===== src/hdl/connectivity_change_count_macros.svh =====
// ---------------------------------------------------------------------------
// Connectivity change counter assertion macros
// Property checks shared by the RTL; empty when synthesised.
// ---------------------------------------------------------------------------
`ifndef CONNECTIVITY_CHANGE_COUNT_MACROS_SVH
`define CONNECTIVITY_CHANGE_COUNT_MACROS_SVH

`ifndef SYNTHESIS

// antecedent implies consequent in the same cycle
`define CCC_ASSERT_IMP(label, clk, rstn, ante, cons, msg) \
    label: assert property (@(posedge clk) disable iff (!rstn) (ante) |-> (cons)) \
        else $error(msg);

// antecedent implies consequent in the following cycle
`define CCC_ASSERT_NXT(label, clk, rstn, ante, cons, msg) \
    label: assert property (@(posedge clk) disable iff (!rstn) (ante) |=> (cons)) \
        else $error(msg);

`else

`define CCC_ASSERT_IMP(label, clk, rstn, ante, cons, msg)
`define CCC_ASSERT_NXT(label, clk, rstn, ante, cons, msg)

`endif

`endif


===== src/hdl/ccc_pkg.sv =====
// ---------------------------------------------------------------------------
// Connectivity change counter package
// Shared widths, limits and the control bundle carried along the chain.
// ---------------------------------------------------------------------------
package ccc_pkg;

    localparam int LABEL_W         = 8;
    localparam int COUNT_W         = 15;
    localparam int MAX_SAMPLES_DEF = 256;

    localparam logic [COUNT_W-1:0] COUNT_MAX = {COUNT_W{1'b1}};

    // control bits that travel with each word
    typedef struct packed {
        logic valid;
        logic last;
        logic ovf;
    } ccc_ctl_t;

endpackage


===== src/hdl/ccc_cell.sv =====
// ---------------------------------------------------------------------------
// Connectivity change counter cell
// Holds one stored label pair and counts mismatches for passing words.
// ---------------------------------------------------------------------------
module ccc_cell
    import ccc_pkg::*;
#(
    parameter int IDX_W      = 9,
    parameter int CNT_W      = 8,
    parameter int CELL_INDEX = 0
) (
    input  logic                aclk,
    input  logic                aresetn,
    input  logic                adv,
    input  ccc_ctl_t            ctl_in,
    input  logic [LABEL_W-1:0]  now_in,
    input  logic [LABEL_W-1:0]  before_in,
    input  logic [IDX_W-1:0]    idx_in,
    input  logic [CNT_W-1:0]    cnt_in,
    output ccc_ctl_t            ctl_out,
    output logic [LABEL_W-1:0]  now_out,
    output logic [LABEL_W-1:0]  before_out,
    output logic [IDX_W-1:0]    idx_out,
    output logic [CNT_W-1:0]    cnt_out
);

    localparam logic [IDX_W-1:0] MY_IDX = IDX_W'(CELL_INDEX);

    logic [LABEL_W-1:0] stored_now_reg;
    logic [LABEL_W-1:0] stored_before_reg;
    ccc_ctl_t           ctl_reg;
    logic [LABEL_W-1:0] now_reg;
    logic [LABEL_W-1:0] before_reg;
    logic [IDX_W-1:0]   idx_reg;
    logic [CNT_W-1:0]   cnt_reg;
    logic [CNT_W-1:0]   cnt_next;
    logic               hit;
    logic               store_en;

    always_comb begin
        // only samples earlier in the same vector live below this word's index
        hit      = ctl_in.valid && !ctl_in.ovf && (idx_in > MY_IDX) &&
                   ((stored_now_reg == now_in) != (stored_before_reg == before_in));
        cnt_next = cnt_in + CNT_W'(hit);
        store_en = adv && ctl_in.valid && !ctl_in.ovf && (idx_in == MY_IDX);
    end

    always_ff @(posedge aclk) begin
        if (store_en) begin
            stored_now_reg    <= now_in;
            stored_before_reg <= before_in;
        end
    end

    always_ff @(posedge aclk) begin
        if (!aresetn) begin
            ctl_reg <= '0;
        end else if (adv) begin
            ctl_reg <= ctl_in;
        end
    end

    always_ff @(posedge aclk) begin
        if (adv) begin
            now_reg    <= now_in;
            before_reg <= before_in;
            idx_reg    <= idx_in;
            cnt_reg    <= cnt_next;
        end
    end

    assign ctl_out    = ctl_reg;
    assign now_out    = now_reg;
    assign before_out = before_reg;
    assign idx_out    = idx_reg;
    assign cnt_out    = cnt_reg;

endmodule


===== config.mk =====
export PLATFORM = sky130hd
export DESIGN_NAME = ccc_cell
export DESIGN_NICKNAME = d
export VERILOG_FILES = /design/src/hdl/connectivity_change_count_macros.svh /design/src/hdl/ccc_pkg.sv /design/src/hdl/ccc_cell.sv
export SDC_FILE = /design/constraint.sdc
export NUM_CORES = 1
export LEC_CHECK = 0
export ABC_CLOCK_PERIOD_IN_PS = 4500
export BUFFER_PORTS_ARGS = -buffer_cell sky130_fd_sc_hd__buf_2
export CAP_MARGIN = 20
export CORE_MARGIN = 8
export CORE_UTILIZATION = 35
export CTS_CLUSTER_SIZE = 24
export DETAILED_ROUTE_END_ITERATION = 6
export PLACE_DENSITY = 0.62
export SYNTH_ARGS = -nofsm -noshare
export SYNTH_HDL_FRONTEND = slang
export SYNTH_SLANG_ARGS = --single-unit

===== constraint.sdc =====
create_clock -name aclk -period 4.5 [get_ports aclk]
set_input_delay 0.675 -clock aclk [delete_from_list [all_inputs] [get_ports aclk]]
set_output_delay 0.675 -clock aclk [all_outputs]
set_load 0.01 [all_outputs]

* Word level (Yosys, flattened, before mapping)
Index checks and enable logic that the tools add are counted.
** Operators by class
- Add/sub/neg operators :: 1
- Multipliers :: 0
- Div/mod/pow operators :: 0
- $lt $le $gt $ge :: 1
- Equality and inequality tests :: 3
- Shifts and indexed selects :: 0
- Multiplexer cells :: 0
- Bitwise gates (word level) :: 0
- Reductions and logical operators :: 8
** Operators by type and width (count)
- $eq A8 B8 Y1 :: 2
- $gt A9 B1 Y1 const B :: 1
- $logic_not A9 Y1 :: 1
- $add A8 B1 Y8 :: 1
- $logic_and A1 B1 Y1 :: 6
- $logic_not A1 Y1 :: 1
- $ne A1 B1 Y1 :: 1
** Storage, ports and cells
- Flip-flop bits (word level) :: 52
- Bits in latches :: 0
- RAM bits :: 0
- Memory bits (read-only) :: 0
- Input port bits :: 39
- Output and inout port bits :: 36
- Word-level logic and storage cells :: 22
- Memories :: 0

* Depth between registers and ports, before layout
- Depth in word-level cells :: 5
- Depth in mapped cells :: 9
- Mapped depth without buffers :: 9

* Worst setup path before layout
OpenSTA, ideal clock, no wires.
- Kind :: input-to-reg
- Start :: in now_in[5]
- End :: reg cnt_reg[6] (netlist: cnt_out[6]), data pin
- Setup time :: 258 ps
- Arrival :: 2094 ps
- Data required time :: 4242 ps
- Setup slack :: 2149 ps
- Cell stages on the path :: 9
- Buffers on the path :: 0
- Cells stage by stage :: xor2_1 nor4_2 o211ai_1 a21oi_1 ha_1 ha_1 and3_1 nand3_1 xnor2_1
** On the way
- Cells in the longest elaborated chain, start to end :: 4
** RTL lines
- from (decl) :: line ccc_cell.sv:16 : input logic [LABEL_W-1:0] now_in,
- $eq A8 B8 Y1 :: line ccc_cell.sv:43 : ((stored_now_reg == now_in) != (stored_before_reg == before_in));
- $ne A1 B1 Y1 :: line ccc_cell.sv:43
- $logic_and A1 B1 Y1 :: line ccc_cell.sv:42 : hit = ctl_in.valid && !ctl_in.ovf && (idx_in > MY_IDX) &&
- $add A8 B1 Y8 :: line ccc_cell.sv:44 : cnt_next = cnt_in + CNT_W'(hit);
- named net cnt_next[6] :: line ccc_cell.sv:36 : logic [CNT_W-1:0] cnt_next;
- to (signal assigned) :: line ccc_cell.sv:68 : cnt_reg <= cnt_next;
- to (decl) :: line ccc_cell.sv:35 : logic [CNT_W-1:0] cnt_reg;
The timed path passes the listed nets, and every way through them passes these cells.
A chain may end at the register's enable or synchronous reset.

* Worst setup path in the final report
- Start :: in now_in[2]
- End :: reg cnt_reg[6] (netlist: cnt_out[6]), data pin
The elaborated chain is that of the path after synthesis.

==> results by group <==
Run status
  • Outcome: finished clean

Floorplan
  • Starting Density: 35.6%
  • # rows: 27
  • Die area: 8120 µm²
  • Core area: 5410 µm²
  • Chip width: 90.1 µm
  • I/O pin count: 75
  • Die H: 90.1 µm

Worst setup path
  • Slowest CP cell: nor4_2
  • Register-to-register setup slack: 2.24 ns
  • Delay of the slowest critical-path stage: 0.34 ns
  • R2R cell count: 9
  • WS Path Type: input pin to register
  • Crit path buf inv count: 1
  • CP required: 4.55 ns
  • RR Startpoint: stored_now_reg[2]$_DFFE_PP_
  • Setup crit start kind: input pin
  • WP depth: 10
  • Cell family with most CP delay: simple AND/OR/NAND/NOR gates
  • Setup crit end: cnt_out[6]$_DFFE_PP_
  • Arrival @ worst endpoint: 2.43 ns
  • Worst-path cell chain: buf_2, xor2_1, nor4_2, o211ai_1, a21oi_1, ha_1, ha_1, and3_1, nand3_1, xnor2_1
  • Critical-path maximum fanout: 3
  • Worst flop-to-flop path endpoint: cnt_out[6]$_DFFE_PP_
  • CP startpoint: now_in[2]
  • Crit. End Element: register
  • Worst path most repeated cell: ha_1

Synth
  • Synth Area in Compound Gates: 1.11%
  • Adder-cell area share of the yosys netlist: 1.30%
  • Syn nets: 144
  • Synth unique cells: 18
  • Xor/xnor cell area share of the yosys netlist: 10.0%
  • Yosys warns: 0
  • Cells after Synth: 103
  • Share of the yosys chip area belonging to registers: 79.6%
  • Synth Register Bits: 52
  • Syn Area/Cell: 18.7 µm²
  • Post-Synth Simple-Gate Area: 6.38%
  • Synth Cell Area: 1920 µm²
  • Multiplexer share of the synthesized area: 1.56%
  • Largest family of logic cells by synthesized area: XOR/XNOR gates

Drt
  • Antenna Nets Post-Route: 0
  • Residual DRC count: 0
  • Drt initial violations: 57
  • Total wire length: 3.76 mm
  • Drt wl/cell: 14.6 µm
  • Vias: 1124
  • Vias/cell: 4.36
  • Initial DRT Pass Iterations: 4

Pwr
  • Comb pwr share: 9.0%
  • Internal power: 756 µW
  • Register share of total power: 59.4%
  • Pwr/cell area: 379 nW/µm²
  • Psw: 191 µW
  • Clock network fraction of total power: 31.6%
  • Worst IR Drop VDD: 0.186 mV
  • Tot Pwr: 947 µW
  • P_leak: 0.000985 µW
  • Sw frac: 20.2%

Placed design
  • Post-place setup slack: 1.80 ns
  • Post-DP HPWL: 2.89 mm
  • Buffers added on ports: 74
  • GP Congestion: 0.705

Clock tree
  • Worst skew pair latency: 0.29 ns
  • CTS Buf Count: 5
  • CTS-repair resized insts: 0
  • Post-CTS setup buffer count: 0
  • Root cell of the clock tree: clkbuf_8
  • Clock buffer depth: 2
  • TritonCTS clock tree: done
  • Hold-fix buffers, CTS: 0
  • H-tree depth: 2
  • Clock sinks: 52
  • CTS clk-pin slew, worst paths: 0.08 ns

Final layout
  • Area delta synth->final: 29.9%
  • Nets@finish: 226
  • Number of fill cells in the layout: 509
  • Max reg flops: 9
  • Commonest non-fill, non-tap cell in the layout: buf_2
  • # diodes: 0
  • Share of cells above drive strength 1: 44.6%
  • Multi-input logic area: 392 µm²
  • Most frequent cells in the layout: 74 x buf_2, 49 x edfxtp_1, 11 x xnor2_1, 11 x xor2_1, 5 x clkbuf_8
  • Register area: 1530 µm²

GRT
  • Initial antenna violation count: 0
  • Met2 usage: 15.4%
  • First-pass GRT wire length: 6.07 mm
  • Met3 GRT Util: 5.32%
  • Grt ovf: 0
  • Vias in the first global route: 1244
  • Largest net degree at the start of global routing: 38
  • Gr usage total: 9.44%
  • Met1 usage: 10.6%
  • GR peak layer: met2

Run
  • Max_cap viols: 0

Timing
  • Relative slew margins: 43.4%
  • Fin crit share: 52.8%
  • Hold Vio Cnt, Final: 0
  • Achievable frequency: 0.421 GHz
  • RSZ-0062 raised after global routing: false
  • Post-route setup slack: 2.12 ns
  • Setup Viol. Count Final: 0
  • Minimum clock period: 2.38 ns
  • Clk_skew: 0.00351 ns
  • Max Slew Vio Count: 0
  • Slew @ Worst Pin: 0.849 ns
  • Final setup TNS: 0 ns

Worst hold path
  • Min-Delay Path Depth: 2
  • Hold WC Path Type: register to register
-- cell families (layout without fill, tap and decap cells) --
group	Yosys count	count (layout)
flip-flops	52	52
buffers and inverters	0	83
adder cells (fa/ha/maj)	2	2
AND/OR/NAND/NOR	21	21
AO/OA/AOI/OAI	3	3
multiplexers	3	3
XOR/XNOR	22	22
-- through the flow --
step / util, % / hold WS, ns / cell area (µm²) / std cells
after floorplan: - / 0.538 / 1920 / 103
after global placement: 44.2 / 0.489 / 2390 / 250
after detailed placement: 44.2 / 0.498 / 2390 / 250
after CTS: 46.2 / 0.522 / 2500 / 258
after global routing: 46.2 / 0.549 / 2500 / 258
final: 46.2 / 0.514 / 2500 / 258
-- power by group through the flow --
| stage | registers [µW] | logic (µW) | clock network [µW] |
|---|---|---|---|
| floorplan | 589 | 13.5 | 0 |
| global placement | 573 | 86.6 | 0 |
| detailed placement | 574 | 87.2 | 0 |
| CTS | 564 | 87.4 | 313 |
| global route | 565 | 93.5 | 332 |
| finish | 563 | 84.9 | 299 |
-- Yosys cell counts --
cell type,n,area [µm²]
a211o_1,1,8.76
and3_1,1,6.26
o211ai_1,1,7.51
xnor2_1,11,96.3
nor2_1,3,11.3
edfxtp_1,49,1470
nor4_1,1,6.26
ha_1,2,25.0
nor4_2,2,25.0
mux2i_1,3,30.0
nand3_1,4,20.0
a21oi_1,1,5.00
xor2_1,11,96.3
nor2b_1,4,25.0
nand2_1,3,11.3
dfxtp_1,3,60.1
nor3_1,1,5.00
nand4_1,2,12.5
-- worst register-to-register path, cell delays in order, from the launching register on --
cell and delay, ns:
edfxtp_1 0.39, xor2_1 0.16, nor4_2 0.34, o211ai_1 0.14
a21oi_1 0.19, ha_1 0.19, ha_1 0.18, and3_1 0.21
nand3_1 0.10, xnor2_1 0.12
-- per-layer routing --
metal / part of all wire (%) / up-vias / wire [µm]
met5: 0 / - / 0
met4: 0.56 / 0 / 21
met3: 9.6 / 2 / 361
met2: 49 / 45 / 1830
met1: 41 / 526 / 1550
li1: - / 551 / -
-- final cells by class --
| cell class | instances | share of cell area, % |
|---|---|---|
| multi-input cells | 51 | 15.7 |
| clock inverters | 3 | 1.50 |
| clock buffers | 5 | 2.76 |
| repair buffers | 75 | 15.1 |
| flip-flops and latches | 52 | 61.3 |
| well taps | 72 | 3.61 |
-- how the worst min path moves through the flow --
stage,startpoint,slack [ns],end
6_report,ctl_out[2]$_SDFFE_PN0P_,0.51,ctl_out[2]$_SDFFE_PN0P_
5_1_grt,idx_in[6],0.55,idx_out[6]$_DFFE_PP_
4_1_cts,ctl_out[2]$_SDFFE_PN0P_,0.52,ctl_out[2]$_SDFFE_PN0P_
3_5_place_dp,ctl_out[2]$_SDFFE_PN0P_,0.50,ctl_out[2]$_SDFFE_PN0P_
3_3_place_gp,ctl_out[0]$_SDFFE_PN0P_,0.49,ctl_out[0]$_SDFFE_PN0P_
2_1_floorplan,ctl_out[0]$_SDFFE_PN0P_,0.54,ctl_out[0]$_SDFFE_PN0P_
(Power assumes the default switching activity.)
