## src/hdl/connectivity_change_count_macros.svh

```systemverilog
// ---------------------------------------------------------------------------
// Connectivity change counter assertion macros
// Property checks shared by the RTL; empty when synthesised.
// ---------------------------------------------------------------------------
`ifndef CONNECTIVITY_CHANGE_COUNT_MACROS_SVH
`define CONNECTIVITY_CHANGE_COUNT_MACROS_SVH

`ifndef SYNTHESIS

// antecedent implies consequent in the same cycle
`define CCC_ASSERT_IMP(label, clk, rstn, ante, cons, msg) \
    label: assert property (@(posedge clk) disable iff (!rstn) (ante) |-> (cons)) \
        else $error(msg);

// antecedent implies consequent in the following cycle
`define CCC_ASSERT_NXT(label, clk, rstn, ante, cons, msg) \
    label: assert property (@(posedge clk) disable iff (!rstn) (ante) |=> (cons)) \
        else $error(msg);

`else

`define CCC_ASSERT_IMP(label, clk, rstn, ante, cons, msg)
`define CCC_ASSERT_NXT(label, clk, rstn, ante, cons, msg)

`endif

`endif

```

## src/hdl/ccc_pkg.sv

```systemverilog
// ---------------------------------------------------------------------------
// Connectivity change counter package
// Shared widths, limits and the control bundle carried along the chain.
// ---------------------------------------------------------------------------
package ccc_pkg;

    localparam int LABEL_W         = 8;
    localparam int COUNT_W         = 15;
    localparam int MAX_SAMPLES_DEF = 256;

    localparam logic [COUNT_W-1:0] COUNT_MAX = {COUNT_W{1'b1}};

    // control bits that travel with each word
    typedef struct packed {
        logic valid;
        logic last;
        logic ovf;
    } ccc_ctl_t;

endpackage

```

## src/hdl/ccc_acc.sv

```systemverilog
// ---------------------------------------------------------------------------
// Connectivity change counter accumulator
// Sums per-word counts at the chain tail and holds the result word.
// ---------------------------------------------------------------------------
`include "connectivity_change_count_macros.svh"

module ccc_acc
    import ccc_pkg::*;
#(
    parameter int CNT_W = 8
) (
    input  logic                aclk,
    input  logic                aresetn,
    input  logic                adv,
    input  ccc_ctl_t            ctl_in,
    input  logic [CNT_W-1:0]    cnt_in,
    input  logic                m_ready,
    output logic                m_valid,
    output logic [COUNT_W-1:0]  m_changed_pairs,
    output logic                m_overflowed
);

    localparam int SUM_W = COUNT_W + 1;

    logic [COUNT_W-1:0] running_count_reg;
    logic               overflow_seen_reg;
    logic               m_valid_reg;
    logic [COUNT_W-1:0] m_changed_pairs_reg;
    logic               m_overflowed_reg;
    logic [SUM_W-1:0]   sum_full;
    logic [COUNT_W-1:0] sum_next;
    logic               ovf_next;

    always_comb begin
        sum_full = SUM_W'(running_count_reg) + SUM_W'(cnt_in);
        sum_next = (sum_full > SUM_W'(COUNT_MAX)) ? COUNT_MAX : sum_full[COUNT_W-1:0];
        ovf_next = overflow_seen_reg | ctl_in.ovf;
    end

    always_ff @(posedge aclk) begin
        if (!aresetn) begin
            running_count_reg <= '0;
            overflow_seen_reg <= 1'b0;
            m_valid_reg       <= 1'b0;
        end else if (adv) begin
            m_valid_reg <= ctl_in.valid && ctl_in.last;
            if (ctl_in.valid) begin
                if (ctl_in.last) begin
                    running_count_reg <= '0;
                    overflow_seen_reg <= 1'b0;
                end else begin
                    running_count_reg <= sum_next;
                    overflow_seen_reg <= ovf_next;
                end
            end
        end
    end

    always_ff @(posedge aclk) begin
        if (adv && ctl_in.valid && ctl_in.last) begin
            m_changed_pairs_reg <= sum_next;
            m_overflowed_reg    <= ovf_next;
        end
    end

    assign m_valid         = m_valid_reg;
    assign m_changed_pairs = m_changed_pairs_reg;
    assign m_overflowed    = m_overflowed_reg;

    `CCC_ASSERT_IMP(a_result_from_last, aclk, aresetn, $rose(m_valid_reg), $past(ctl_in.valid && ctl_in.last), "result word without a last word at the tail")
    `CCC_ASSERT_NXT(a_count_cleared, aclk, aresetn, adv && ctl_in.valid && ctl_in.last, (running_count_reg == '0) && !overflow_seen_reg, "count not cleared after last word")

endmodule

```

## config.mk

```make
export PLATFORM = sky130hd
export DESIGN_NAME = ccc_acc
export DESIGN_NICKNAME = d
export VERILOG_FILES = /design/src/hdl/ccc_pkg.sv /design/src/hdl/ccc_acc.sv
export VERILOG_INCLUDE_DIRS = /design/src /design/src/hdl
export SDC_FILE = /design/constraint.sdc
export NUM_CORES = 1
export LEC_CHECK = 0
export BUFFER_PORTS_ARGS = -buffer_cell sky130_fd_sc_hd__buf_2
export CAP_MARGIN = 10
export CORE_MARGIN = 2
export CORE_UTILIZATION = 40
export CTS_CLUSTER_SIZE = 20
export DETAILED_ROUTE_END_ITERATION = 16
export GPL_ROUTABILITY_DRIVEN = 0
export HOLD_SLACK_MARGIN = 0.08
export PLACE_DENSITY = 0.62
export SYNTH_ARGS = -nofsm -noshare
export SYNTH_HDL_FRONTEND = slang
export SYNTH_SLANG_ARGS = --single-unit
```

## constraint.sdc

```tcl
create_clock -name aclk -period 2.1 [get_ports aclk]
set_input_delay 0.105 -clock aclk [delete_from_list [all_inputs] [get_ports aclk]]
set_output_delay 0.105 -clock aclk [all_outputs]
set_load 0.02 [all_outputs]
```

== Word-level counts from Yosys, hierarchy flattened ==
Cells that the tools add are included.

* Bits in registers: 33
* Logic and storage cells: 15
* Output and inout port bits: 17

* Bitwise logic cells: 1
* $add $sub $neg: 1
* $lt $le $gt $ge: 1
* Reductions and logical operators: 4
* Multiplexer cells: 3

{| class="wikitable"
|+ Operator list
! operator !! count
|-
| 2-to-1 mux 15 bit || 2
|-
| adder 15 x 8 -> 16 bit || 1
|-
| > comparator 16 x 15 -> 1 bit (second input constant) || 1
|-
| logical AND 1 bit || 3
|-
| AND reduction 2 bit || 1
|-
| 2-to-1 mux 1 bit || 1
|-
| bitwise OR 1 bit || 1
|}

== Longest topological paths before layout ==
* Depth after elaboration: 4
* Depth in mapped cells: 8
* Gate-level depth less buffers: 7

== Least setup slack after synthesis ==
No wires, ideal clock.

* Path type: register to register
* Start: register running_count_reg[0]
* End: register m_changed_pairs_reg[10] (netlist: m_changed_pairs[10]), data pin
* Arrival: 2.039 ns
* Required time: 1.840 ns
* Buffers on the path: 0
* Stages on the path, launching flop included: 8
* Clock period less this slack: 2.298 ns
* Setup slack: -0.198 ns
* Cells stage by stage: dfxtp_1 -> ha_1 -> fa_1 -> a21o_1 -> a221oi_4 -> o21ai_0 -> nand3_1 -> mux2_2

* Longest elaborated chain between the ends: 3

{| class="wikitable"
|+ Ends and longest elaborated chain
! item !! RTL line !! RTL
|-
| from (decl) || ccc_acc.sv:25 || <nowiki>logic [COUNT_W-1:0] running_count_reg;</nowiki>
|-
| from (signal assigned) || ccc_acc.sv:52 || <nowiki>running_count_reg <= sum_next;</nowiki>
|-
| adder 15 x 8 -> 16 bit * || ccc_acc.sv:35 || <nowiki>sum_full = SUM_W'(running_count_reg) + SUM_W'(cnt_in);</nowiki>
|-
| > comparator 16 x 15 -> 1 bit || ccc_acc.sv:36 || <nowiki>sum_next = (sum_full > SUM_W'(COUNT_MAX)) ? COUNT_MAX : sum_full[COUNT_W-1:0];</nowiki>
|-
| 2-to-1 mux 15 bit * || ccc_acc.sv:36 ||
|-
| net sum_next[10] || ccc_acc.sv:31 || <nowiki>logic [COUNT_W-1:0] sum_next;</nowiki>
|-
| to (signal assigned) || ccc_acc.sv:61 || <nowiki>m_changed_pairs_reg <= sum_next;</nowiki>
|-
| to (decl) || ccc_acc.sv:28 || <nowiki>logic [COUNT_W-1:0] m_changed_pairs_reg;</nowiki>
|}

The timed path passes the listed nets; every way through them passes the cells marked *.
A chain may end at the register's enable or synchronous reset.

== Worst setup path after layout ==
Same ends and word-level chain as after synthesis.

==> results.sh <==
export IMPL_critPathKind="flop to flop"
export IMPL_worstPathArrival_ns=2.26
export IMPL_row_count=24
export IMPL_holdCritStartpoint="adv"
export IMPL_max_h_tree_level=2
export IMPL_drc_errors=0
export IMPL_post_synth_most_frequent_cells="sky130_fd_sc_hd__nand2_1, sky130_fd_sc_hd__dfxtp_1, sky130_fd_sc_hd__edfxtp_1"
export IMPL_floorplan_initialDensity=0.4126
export IMPL_min_delay_worst_endpoint="m_valid$_SDFFE_PN0P_"
export IMPL_r2r_start="running_count_reg[0]$_SDFFE_PN0P_"
export IMPL_synth_top_family_by_area="compound AO/OA/AOI/OAI gates"
export IMPL_power_density_nw_per_um2=627.7
export IMPL_clock_transition_at_the_registers_of_the_reported_paths_ns=0.07
export IMPL_count_of_state_elements_after_synthesis=33
export IMPL_worstSetupStartpoint="running_count_reg[0]$_SDFFE_PN0P_"
export IMPL_floorplan_die_area_um2=5011
export IMPL_ioPinCount=32
export IMPL_number_of_buffers_created_by_cts=5
export IMPL_crit_path_max_incr_delay_ns=0.34
export IMPL_yosys_area_share_adder=0.06732
export IMPL_final_core_utilization=0.5495
export IMPL_dr_first_iter_drc_count=109
export IMPL_post_synth_inst_count=170
export IMPL_synth_top_flop_cell="sky130_fd_sc_hd__dfxtp_1"
export IMPL_place_detailed_hpwl_um=3005
export IMPL_layout_drive_gt1_share=0.3982
export IMPL_mappedNetlistArea_um2=1784
export IMPL_overall_routing_resource_usage=0.1739
export IMPL_synth_edf_count=16
export IMPL_timing_final_setup_violations=4
export IMPL_reg2reg_to="m_changed_pairs[10]$_DFFE_PP_"
export IMPL_wl_um=4283
export IMPL_hold_path_class="input port to flop"
export IMPL_worstPathCellList="ha_4 > fa_2 > a21o_1 > a221oi_4 > buf_4 > o21ai_2 > nand3_1 > mux2_4"
export IMPL_syn_avg_cell_area_um2=10.50
export IMPL_dr_total_vias=1526
export IMPL_detailed_place_area_um2=2074
export IMPL_inserted_diodes=0
export IMPL_outcome="complete, but fails checks"
export IMPL_crit_path_end_kind="flop"
export IMPL_post_synth_and_or_nand_nor_area_fraction=0.1830
export IMPL_final_net_count=244
export IMPL_final_max_slew_viol_count=0
export IMPL_power_leakage_nw=0.9638
export IMPL_drv_cap=0
export IMPL_insertion_delay_ns=0.29
export IMPL_ctsRootBufferMaster="sky130_fd_sc_hd__clkbuf_8"
export IMPL_post_place_cells=259
export IMPL_synth_area_leaders="sky130_fd_sc_hd__edfxtp_1, sky130_fd_sc_hd__dfxtp_1, sky130_fd_sc_hd__ha_1, sky130_fd_sc_hd__nand2_1, sky130_fd_sc_hd__a32o_1"
export IMPL_fin_area_um2=2376
export IMPL_yosys_area_share_xor_xnor=0.03436
export IMPL_grt_first_pass_wirelength_um=6844
export IMPL_number_of_antenna_violations_at_the_first_check_in_global_routing=0
export IMPL_failed_checks="negative setup slack"
export IMPL_cp_required_ns=2.14
export IMPL_clkSinkCount=33
export IMPL_synth_cell_types=50
export IMPL_vdd_ir_drop_max_mv=0.3267
export IMPL_cts_path_max_buffers=2
export IMPL_floorplan_die_height_um=70.79
export IMPL_synth_compound_area_frac=0.2006
export IMPL_vias_per_cell=5.590
export IMPL_yosys_mux_area_fraction=0.02034
export IMPL_worst_margin_slew_ns=0.5661
export IMPL_final_period_minus_worst_setup_slack_ns=2.216
export IMPL_fin_worst_skew_ns=0.005046
export IMPL_placement_io_buffers=30
export IMPL_worst_r2r_path_depth=8
export IMPL_final_min_period_over_clock_period=1.055
export IMPL_core_um2=4324
export IMPL_setup_slack_after_placement_ns=-0.1457
export IMPL_grt_ovfl_total=0
export IMPL_routed_wire_length_per_instance_um=15.69
export IMPL_fmaxAchievable_mhz=451.2
export IMPL_syn2layout_area_growth_pct=33.17
export IMPL_worst_slack_ns=-0.1162
export IMPL_critPathMaxFanout=2
export IMPL_worst_hold_path_stage_count=3
export IMPL_cpMaxStageDelayCell="sky130_fd_sc_hd__dfxtp_2"
export IMPL_number_of_iterations_in_the_first_detailed_routing_pass=4
export IMPL_finalHoldViolCount=0
export IMPL_r2r_setup_slack_ns=-0.12
export IMPL_rsz0062_at_grt="yes"
export IMPL_floorplan_die_width_um=70.79
export IMPL_yosys_warnings=0
export IMPL_layoutNonFillerInstCount=273
export IMPL_syn_num_nets=194
export IMPL_yosys_cell_count_top_type="sky130_fd_sc_hd__nand2_1"
export IMPL_synth_top_area_frac=0.2693
export IMPL_cts_tree="yes"
export IMPL_sequential_to_total_area_share_from_yosys_stat=0.4600
export IMPL_detail_route_antenna_nets=0
export IMPL_pin_count_of_the_biggest_net_entering_global_routing=12
export IMPL_setup_worst_path_start_class="flop"
export IMPL_number_of_global_route_vias_before_repair=1498
export IMPL_synth_top_area_cell="sky130_fd_sc_hd__edfxtp_1"
export IMPL_slew_headroom=0.6212
export IMPL_async_s_r_ff_share_synth=0
-- through the flow --
stage	hold slack (ns)	TNS (ns)	power (W)
after detailed placement	0.3594	-0.4061	0.0008970
after global placement	0.3430	-0.2338	0.0008917
final	0.1151	-0.2210	0.001491
after CTS	0.1150	-0.09255	0.001478
after global routing	0.1386	-0.7225	0.001548
after floorplan	0.2420	-0.07788	0.0008328
-- routing by layer --
metal	GRT usage	vias up	routed length, µm
met5	0	-	0
met3	0.04701	10	207
met1	0.2233	736	1957
met4	0.06080	0	77
li1	-	737	-
met2	0.2835	43	2040
-- cells by family (layout without fill, tap and decap cells) --
| logic type | Yosys count | after routing |
|---|---|---|
| compound gates | 45 | 45 |
| simple gates | 62 | 62 |
| fa+ha+maj | 9 | 9 |
| mux | 3 | 3 |
| flops | 33 | 33 |
| xor+xnor | 7 | 7 |
| buf+inv | 11 | 62 |
-- timing repair --
action                                 in CTS  in global routing
resized for setup                           1                 25
cloned                                      0                  0
pin swaps                                   2                 13
hold buffers                                1                  0
setup endpoints to repair                   7                 13
buffers inserted                            2                  3
endpoints found under the hold margin       1                  0
-- worst max-delay path by stage --
stage | to | slack, ns | cells past startpoint
detailed placement | m_changed_pairs[10]$_DFFE_PP_ | -0.15 | 7
global placement | m_changed_pairs[10]$_DFFE_PP_ | -0.11 | 7
CTS | running_count_reg[6]$_SDFFE_PN0P_ | -0.05 | 9
floorplan | m_changed_pairs[10]$_DFFE_PP_ | -0.08 | 7
finish | m_changed_pairs[10]$_DFFE_PP_ | -0.12 | 8
global route | m_changed_pairs[10]$_DFFE_PP_ | -0.15 | 8
-- report_power, final --
| part | switching (W) | internal (W) |
|---|---|---|
| sequential | 0.00000813 | 0.000695 |
| combinational | 0.000118 | 0.0000883 |
| clock | 0.000232 | 0.000350 |
| total | 0.000358 | 0.00113 |
-- area by class of cell --
cell class	instances	area, µm²
Sequential cell	33	822.0
Clock buffer	6	72.57
Inverter	2	7.507
Multi-Input combinational cell	126	1046
Timing Repair Buffer	52	329.1
Clock inverter	2	33.78
Tap cell	52	65.06
Fill cell	389	1948
-- critical path: cells and delay by family, from the launching register on --
kind	cells	cell delay, ns
AOI/OAI and AO/OA	3	0.56
adders and majority gates	2	0.50
buffers and inverters	1	0.16
DFF	1	0.34
muxes	1	0.31
and+or+nand+nor	1	0.10
-- cells in the final DEF (no fill, tap or decap), types with 5 or more instances in the layout --
cell type	count
sky130_fd_sc_hd__buf_2	30
sky130_fd_sc_hd__a31oi_1	6
sky130_fd_sc_hd__clkbuf_8	5
sky130_fd_sc_hd__a32o_1	6
sky130_fd_sc_hd__nand2_1	20
sky130_fd_sc_hd__nor2_1	7
sky130_fd_sc_hd__nand3_1	6
sky130_fd_sc_hd__dfxtp_1	16
sky130_fd_sc_hd__edfxtp_1	16
sky130_fd_sc_hd__buf_4	18
sky130_fd_sc_hd__nor3_1	5
sky130_fd_sc_hd__a21oi_1	7
(Power assumes the default switching activity.)
